`config.mk`:
```
export PLATFORM = sky130hd
export DESIGN_NAME = midi_overlapping_note_filter
export DESIGN_NICKNAME = d
export VERILOG_FILES = /design/src/rtl/mofilt_pkg.sv /design/src/rtl/midi_overlapping_note_filter.sv /design/src/rtl/mofilt_ram.sv /design/src/rtl/mofilt_track.sv /design/src/rtl/mofilt_outq.sv
export SDC_FILE = /design/constraint.sdc
export NUM_CORES = 2
export LEC_CHECK = 0
export BUFFER_PORTS_ARGS = -buffer_cell sky130_fd_sc_hd__clkbuf_2
export CAP_MARGIN = 20
export CORE_UTILIZATION = 55
export CTS_BUF_LIST = sky130_fd_sc_hd__clkbuf_4 sky130_fd_sc_hd__clkbuf_8
export DETAILED_ROUTE_END_ITERATION = 8
export PLACE_DENSITY = 0.81
export REMOVE_ABC_BUFFERS = 1
export SYNTH_ARGS = -nofsm -noshare
export SYNTH_HDL_FRONTEND = slang
export SYNTH_SLANG_ARGS = --single-unit
```
`constraint.sdc`:
```
create_clock -name clk -period 7.73 [get_ports clk]
set_input_delay 1.546 -clock clk [delete_from_list [all_inputs] [get_ports clk]]
set_output_delay 1.546 -clock clk [all_outputs]
set_load 0.005 [all_outputs]
```
`src/rtl/mofilt_pkg.sv`:
```
package mofilt_pkg;

    localparam int NOTE_COUNT_DEF    = 128;
    localparam int CHANNEL_COUNT_DEF = 16;

    localparam logic [3:0] TYPE_NOTE_OFF = 4'h8;
    localparam logic [3:0] TYPE_NOTE_ON  = 4'h9;

    localparam int PADDR_W = 3;
    localparam int PDATA_W = 32;
    localparam logic REG_FILTER_ENABLE = 1'b0;

    localparam int OUTQ_DEPTH = 4;
    localparam int OUTQ_PTR_W = 2;
    localparam int OUTQ_CNT_W = 3;

    typedef struct packed {
        logic [7:0] status;
        logic [7:0] data_one;
        logic [7:0] data_two;
        logic       last;
    } msg_t;

    typedef struct packed {
        logic [1:0] count;
        msg_t       first;
        msg_t       second;
    } push_t;

endpackage

```
`src/rtl/midi_overlapping_note_filter.sv`:
```
// Channel  | Handshake                       | Payload
// input    | in_valid / in_ready             | status_byte, data_one, data_two
// output   | out_valid / out_ready           | out_status, out_data_one, out_data_two,
//          |                                 | last_of_run
// config   | psel, penable, pwrite, pready   | paddr, pwdata, prdata
//
// An item is taken every cycle while results drain; an item that causes two results
// presents them on the output port one after the other.
// An item waits in the stage-one registers, then its results enter the output queue.
// After reset the held-note memory is cleared one row a cycle, from row 0 to CHANNEL_COUNT-1;
// no item is accepted while it clears.
// A stalled output gathers three or four results and one waiting item before in_ready falls.
module midi_overlapping_note_filter
    import mofilt_pkg::*;
#(
    parameter int NOTE_COUNT    = NOTE_COUNT_DEF,
    parameter int CHANNEL_COUNT = CHANNEL_COUNT_DEF
) (
    input  logic               clk,
    input  logic               rst_n,
    input  logic               in_valid,
    output logic               in_ready,
    input  logic [7:0]         status_byte,
    input  logic [7:0]         data_one,
    input  logic [7:0]         data_two,
    output logic               out_valid,
    input  logic               out_ready,
    output logic [7:0]         out_status,
    output logic [7:0]         out_data_one,
    output logic [7:0]         out_data_two,
    output logic               last_of_run,
    input  logic               psel,
    input  logic               penable,
    input  logic               pwrite,
    input  logic [PADDR_W-1:0] paddr,
    input  logic [PDATA_W-1:0] pwdata,
    output logic [PDATA_W-1:0] prdata,
    output logic               pready
);

    logic  filter_enable_reg;
    logic  cfg_wr, room;
    push_t push;

    assign pready = 1'b1;
    assign cfg_wr = psel && penable && pwrite && pready
                 && (paddr[PADDR_W-1] == REG_FILTER_ENABLE);
    assign prdata = (paddr[PADDR_W-1] == REG_FILTER_ENABLE)
                  ? {{(PDATA_W-1){1'b0}}, filter_enable_reg} : '0;

    always_ff @(posedge clk or negedge rst_n)
    begin
        if (!rst_n)
        begin
            filter_enable_reg <= 1'b1;
        end
        else if (cfg_wr)
        begin
            filter_enable_reg <= pwdata[0];
        end
    end

    mofilt_track #(
        .NOTE_COUNT    (NOTE_COUNT),
        .CHANNEL_COUNT (CHANNEL_COUNT)
    ) u_track (
        .clk           (clk),
        .rst_n         (rst_n),
        .in_valid      (in_valid),
        .in_ready      (in_ready),
        .status_byte   (status_byte),
        .data_one      (data_one),
        .data_two      (data_two),
        .filter_enable (filter_enable_reg),
        .room          (room),
        .push          (push)
    );

    mofilt_outq u_outq (
        .clk          (clk),
        .rst_n        (rst_n),
        .push         (push),
        .room         (room),
        .out_valid    (out_valid),
        .out_ready    (out_ready),
        .out_status   (out_status),
        .out_data_one (out_data_one),
        .out_data_two (out_data_two),
        .last_of_run  (last_of_run)
    );

endmodule

```
`src/rtl/mofilt_ram.sv`:
```
module mofilt_ram #(
    parameter int WIDTH = 8,
    parameter int DEPTH = 16,
    localparam int AW = (DEPTH > 1) ? $clog2(DEPTH) : 1
) (
    input  logic             clk,
    input  logic             wr_en,
    input  logic [AW-1:0]    wr_addr,
    input  logic [WIDTH-1:0] wr_data,
    input  logic             rd_en,
    input  logic [AW-1:0]    rd_addr,
    output logic [WIDTH-1:0] rd_data
);

    logic [WIDTH-1:0] mem [DEPTH];
    logic [WIDTH-1:0] rd_data_reg;

    always_ff @(posedge clk)
    begin
        if (wr_en)
        begin
            mem[wr_addr] <= wr_data;
        end
        if (rd_en)
        begin
            rd_data_reg <= mem[rd_addr];
        end
    end

    assign rd_data = rd_data_reg;

endmodule

```
`src/rtl/mofilt_track.sv`:
```
module mofilt_track
    import mofilt_pkg::*;
#(
    parameter int NOTE_COUNT    = NOTE_COUNT_DEF,
    parameter int CHANNEL_COUNT = CHANNEL_COUNT_DEF
) (
    input  logic       clk,
    input  logic       rst_n,
    input  logic       in_valid,
    output logic       in_ready,
    input  logic [7:0] status_byte,
    input  logic [7:0] data_one,
    input  logic [7:0] data_two,
    input  logic       filter_enable,
    input  logic       room,
    output push_t      push
);

    localparam int AW = (CHANNEL_COUNT > 1) ? $clog2(CHANNEL_COUNT) : 1;
    localparam int NW = (NOTE_COUNT > 1) ? $clog2(NOTE_COUNT) : 1;
    localparam logic [4:0] CH_LIMIT = 5'(CHANNEL_COUNT);
    localparam logic [7:0] NOTE_LIMIT = 8'(NOTE_COUNT);
    localparam logic [AW-1:0] CLR_LAST = AW'(CHANNEL_COUNT - 1);

    logic                  s1_valid_reg, s1_valid_next;
    logic [7:0]            s1_status_reg, s1_data_one_reg, s1_data_two_reg;
    logic                  fwd_valid_reg;
    logic [NOTE_COUNT-1:0] fwd_row_reg;
    logic                  clr_active_reg;
    logic [AW-1:0]         clr_addr_reg;

    logic                  accept, fire;
    logic [3:0]            kind, chan;
    logic [6:0]            note;
    logic                  is_on, is_off, tracked, held;
    logic [NOTE_COUNT-1:0] ram_rdata, row, new_row;
    logic                  upd_en, ram_wr_en;
    logic [AW-1:0]         upd_addr, ram_wr_addr, rd_addr;
    logic [NOTE_COUNT-1:0] ram_wr_data;
    msg_t                  orig_msg, kill_msg;

    assign accept  = in_valid && in_ready;
    assign in_ready = !clr_active_reg && (!s1_valid_reg || room);
    assign fire    = s1_valid_reg && room;
    assign rd_addr = status_byte[AW-1:0];

    assign kind    = s1_status_reg[7:4];
    assign chan    = s1_status_reg[3:0];
    assign note    = s1_data_one_reg[6:0];
    assign is_on   = (kind == TYPE_NOTE_ON) && (s1_data_two_reg[6:0] != 7'd0);
    assign is_off  = (kind == TYPE_NOTE_OFF)
                  || ((kind == TYPE_NOTE_ON) && (s1_data_two_reg[6:0] == 7'd0));
    assign tracked = ({1'b0, chan} < CH_LIMIT) && ({1'b0, note} < NOTE_LIMIT);
    assign row     = fwd_valid_reg ? fwd_row_reg : ram_rdata;
    assign held    = row[note[NW-1:0]];
    assign upd_addr = chan[AW-1:0];
    assign upd_en  = fire && tracked && (is_on || is_off);

    always_comb
    begin
        new_row = row;
        new_row[note[NW-1:0]] = is_on;
    end

    assign ram_wr_en   = clr_active_reg || upd_en;
    assign ram_wr_addr = clr_active_reg ? clr_addr_reg : upd_addr;
    assign ram_wr_data = clr_active_reg ? '0 : new_row;

    mofilt_ram #(
        .WIDTH (NOTE_COUNT),
        .DEPTH (CHANNEL_COUNT)
    ) u_held_ram (
        .clk     (clk),
        .wr_en   (ram_wr_en),
        .wr_addr (ram_wr_addr),
        .wr_data (ram_wr_data),
        .rd_en   (accept),
        .rd_addr (rd_addr),
        .rd_data (ram_rdata)
    );

    always_comb
    begin
        orig_msg = '{status: s1_status_reg, data_one: s1_data_one_reg,
                     data_two: s1_data_two_reg, last: 1'b1};
        kill_msg = '{status: {TYPE_NOTE_OFF, chan}, data_one: {1'b0, note},
                     data_two: 8'd0, last: 1'b0};
        push.first  = orig_msg;
        push.second = orig_msg;
        push.count  = 2'd0;
        if (fire)
        begin
            priority if (tracked && is_on && filter_enable && held)
            begin
                push.first = kill_msg;
                push.count = 2'd2;
            end
            else if (tracked && is_off && filter_enable && !held)
            begin
                push.count = 2'd0;
            end
            else
            begin
                push.count = 2'd1;
            end
        end
    end

    always_comb
    begin
        s1_valid_next = s1_valid_reg;
        if (accept)
        begin
            s1_valid_next = 1'b1;
        end
        else if (fire)
        begin
            s1_valid_next = 1'b0;
        end
    end

    always_ff @(posedge clk or negedge rst_n)
    begin
        if (!rst_n)
        begin
            s1_valid_reg   <= 1'b0;
            fwd_valid_reg  <= 1'b0;
            clr_active_reg <= 1'b1;
            clr_addr_reg   <= '0;
        end
        else
        begin
            s1_valid_reg <= s1_valid_next;
            if (accept)
            begin
                fwd_valid_reg <= upd_en && (upd_addr == rd_addr);
            end
            if (clr_active_reg)
            begin
                clr_addr_reg <= clr_addr_reg + AW'(1);
                if (clr_addr_reg == CLR_LAST)
                begin
                    clr_active_reg <= 1'b0;
                end
            end
        end
    end

    always_ff @(posedge clk)
    begin
        if (accept)
        begin
            s1_status_reg   <= status_byte;
            s1_data_one_reg <= data_one;
            s1_data_two_reg <= data_two;
            fwd_row_reg     <= new_row;
        end
    end

endmodule

```
`src/rtl/mofilt_outq.sv`:
```
module mofilt_outq
    import mofilt_pkg::*;
(
    input  logic       clk,
    input  logic       rst_n,
    input  push_t      push,
    output logic       room,
    output logic       out_valid,
    input  logic       out_ready,
    output logic [7:0] out_status,
    output logic [7:0] out_data_one,
    output logic [7:0] out_data_two,
    output logic       last_of_run
);

    msg_t                  q_reg [OUTQ_DEPTH];
    logic [OUTQ_PTR_W-1:0] wr_ptr_reg, rd_ptr_reg;
    logic [OUTQ_CNT_W-1:0] cnt_reg, cnt_next;
    logic                  pop;
    msg_t                  head;

    assign room      = cnt_reg <= OUTQ_CNT_W'(OUTQ_DEPTH - 2);
    assign out_valid = cnt_reg != '0;
    assign pop       = out_valid && out_ready;
    assign head      = q_reg[rd_ptr_reg];

    assign out_status   = head.status;
    assign out_data_one = head.data_one;
    assign out_data_two = head.data_two;
    assign last_of_run  = head.last;

    assign cnt_next = cnt_reg + OUTQ_CNT_W'(push.count) - OUTQ_CNT_W'(pop);

    always_ff @(posedge clk or negedge rst_n)
    begin
        if (!rst_n)
        begin
            wr_ptr_reg <= '0;
            rd_ptr_reg <= '0;
            cnt_reg    <= '0;
        end
        else
        begin
            wr_ptr_reg <= wr_ptr_reg + OUTQ_PTR_W'(push.count);
            rd_ptr_reg <= rd_ptr_reg + OUTQ_PTR_W'(pop);
            cnt_reg    <= cnt_next;
        end
    end

    always_ff @(posedge clk)
    begin
        if (push.count != 2'd0)
        begin
            q_reg[wr_ptr_reg] <= push.first;
        end
        if (push.count == 2'd2)
        begin
            q_reg[wr_ptr_reg + OUTQ_PTR_W'(1)] <= push.second;
        end
    end

endmodule

```
==> impl_metrics.ini <==
[yosys]
synth_top_area_share_pct = 76.0
synth_area_um2 = 95800
ys_types = 67
synth.largest_area_cell = edfxtp_1
async_reset_ff_share_pct = 0.614
postSynthAreaPerCell_um2 = 22.0
synth-warning-count = 0
ys.flop_type = edfxtp_1
ys_seq_elements = 2443
synth.most_common_cell = edfxtp_1
synthTopCellsByCount = 2424 x edfxtp_1, 659 x mux4_2, 213 x mux2i_1
synth_edf_count = 2424
synth_cells = 4362
synth.yosys.seq_area_share_pct = 76.4
synth.area.top_cells = edfxtp_1 76%, mux4_2 15%, mux2i_1 2.2%, and2_1 1.0%, clkbuf_1 0.65%

[placed_design]
port_buffers = 60
dp_hpwl_um = 108000
gp_congestion = 0.791

[detailed_routing]
drtIter0Drc = 6800
viasPerCell = 6.51
dr.pass1.iters = 8
vias = 46900
drt-total-wl_um = 217000
wl_per_cell_um = 30.1
drc_errors = 0
antenna_left = 0

[sta]
skew_ns = 0.0609
max_freq_mhz = 167
tightest_slew_ns = 1.22
finalCritPeriodShare_pct = 77.5
rsz0062_at_grt = no
setup_tns_ns = 0
report.final.hold_viol_count = 0
maxSlewViolCount = 0
finalSetupViolations = 0
slew_headroom_pct = 18.3
fin_crit_ns = 5.99

[finish]
layout.nets = 4717
drive_gt1_share_pct = 28.8
fin_util_pct = 61.5
nFillCells = 11000
area_growth_pct = 10.5
largest_reg_flops = 2048

[global_route]
grt_first_pass_wirelength_um = 315000
grt_max_degree = 121
grt_pass1_vias = 48000
antenna_found_initial = 4
grt_remaining_overflow = 0
grtUsageTotal_pct = 24.8

[clocking]
cts_resized = 0
hold_buffers = 0
clk_pin_slew_ns = 0.06
clock_latency_ns = 1.07
clk_path_buf_depth = 4
post_cts_buffers = 0
cts_max_level = 5
cts_buffers = 379
cts_root_buf = clkbuf_8
cts_tree = done
cts.sinks = 2443

[worst_setup_path]
setup.worst_path.end_class = flip-flop
critPathArrivalTime_ns = 6.73
cp-start-kind = flip-flop
rr_worst_depth = 11
crit_path_start = u_track.s1_data_one_reg[0]
crit_fanout = 28
crit_type = flip-flop to flip-flop
cp.required_ns = 8.47
r2r-start = u_track.s1_data_one_reg[0]

[run_status]
status = finished clean

[power_and_ir_drop]
leakagePower_nw = 33.4
switching_share_pct = 24.7
ir_worst_vdd_uv = 215
seq_power_share_pct = 54.9
power_frac_comb_pct = 11.3
clkPwrFrac_pct = 33.7
p_sw_mw = 7.35
power_density_nw_per_um2 = 280
p_int_mw = 22.3

[floorplan]
start_util_pct = 55.6
fp.dieW_um = 419
dieArea_um2 = 176000
ios = 126
die_height_um = 419
core_area_um2 = 172000
num_rows = 152

[min_path]
hold_path.class = input pin to async pin

[run]
cap_violations = 0
## path summary, 6_finish.rpt
kind | slack [ns] | end
worst max-delay path | 1.74 | u_outq.q_reg[3][12]
worst min-delay path | 0.43 | u_outq.cnt_reg[2]
worst min register to register | 0.50 | u_outq.q_reg[2][0]
worst max register to register | 1.74 | u_outq.q_reg[3][12]
min in group clk | 0.50 | u_outq.q_reg[2][0]
max in group asynchronous | 6.96 | u_track.clr_active_reg
## layout make-up
type	count	area, um^2	area share [%]
Tap cell	2310	2890	2.73
Timing Repair Buffer	153	1390	1.31
Sequential cell	2443	73300	69.2
Clock inverter	143	782	0.738
Multi-Input combinational cell	1655	21500	20.3
Clock buffer	485	6060	5.72
Inverter	12	55.1	0.0520
Antenna cell	1	2.50	0.00236
## metal layers
layer | vias to the layer above | GRT usage, % | share of wire [%]
met4 | 2 | 9.41 | 3.5
li1 | 18700 | - | -
met5 | - | 0 | 0.0060
met3 | 505 | 5.91 | 11
met1 | 24400 | 33.7 | 36
met2 | 3278 | 39.5 | 49
## stage by stage
| stage | hold slack [ns] | std cells | area [um^2] | total power [mW] | setup WS, ns |
|---|---|---|---|---|---|
| after floorplan | 0.435 | 4110 | 94600 | 18.5 | -0.236 |
| after global placement | 0.446 | 6567 | 99000 | 19.7 | 2.04 |
| after detailed placement | 0.457 | 6571 | 99000 | 19.9 | 2.08 |
| after CTS | 0.350 | 7199 | 106000 | 29.7 | 1.99 |
| after global routing | 0.396 | 7202 | 106000 | 30.6 | 1.63 |
| final | 0.429 | 7202 | 106000 | 29.7 | 1.74 |
## power by group through the flow
stage               registers (mW)  logic [mW]  clock network (mW)
global placement              16.5        3.15                   0
finish                        16.3        3.37                10.0
global route                  16.3        3.57                10.7
detailed placement            16.6        3.31                   0
floorplan                     16.6        1.91                   0
CTS                           16.3        3.32                10.1
## kinds of logic after synthesis
family          synth area share [%]
simple gates                    2.89
xor+xnor                       0.110
flops                           76.4
compound gates                  1.18
buf+inv                         1.46
mux                             17.8
fa+ha+maj                     0.0992
other cells                  0.00784
## cell usage in the layout, fill, tap and decap left out, types with 31 or more instances in the layout
master,n
clkbuf_2,56
clkbuf_4,99
nand2_1,156
clkinv_2,39
and2_1,154
nor2_1,104
o22ai_1,49
buf_4,63
and3_1,31
clkinv_1,88
clkbuf_8,387
edfxtp_1,2424
conb_1,32
o21ai_0,38
mux2i_1,213
mux4_2,659
## critical path, stage by stage (launching register included)
cell and delay (ns):
edfxtp_1 0.91, nand3b_1 0.88, buf_4 0.56, o22ai_1 0.21, nor4_1 0.11, a211oi_1 0.24
nand4_1 0.45, o31ai_2 0.32, o21ai_1 0.32, a21oi_4 0.60, and2_1 0.67, buf_4 0.34
Note: power is estimated with default switching activity, not from simulation.
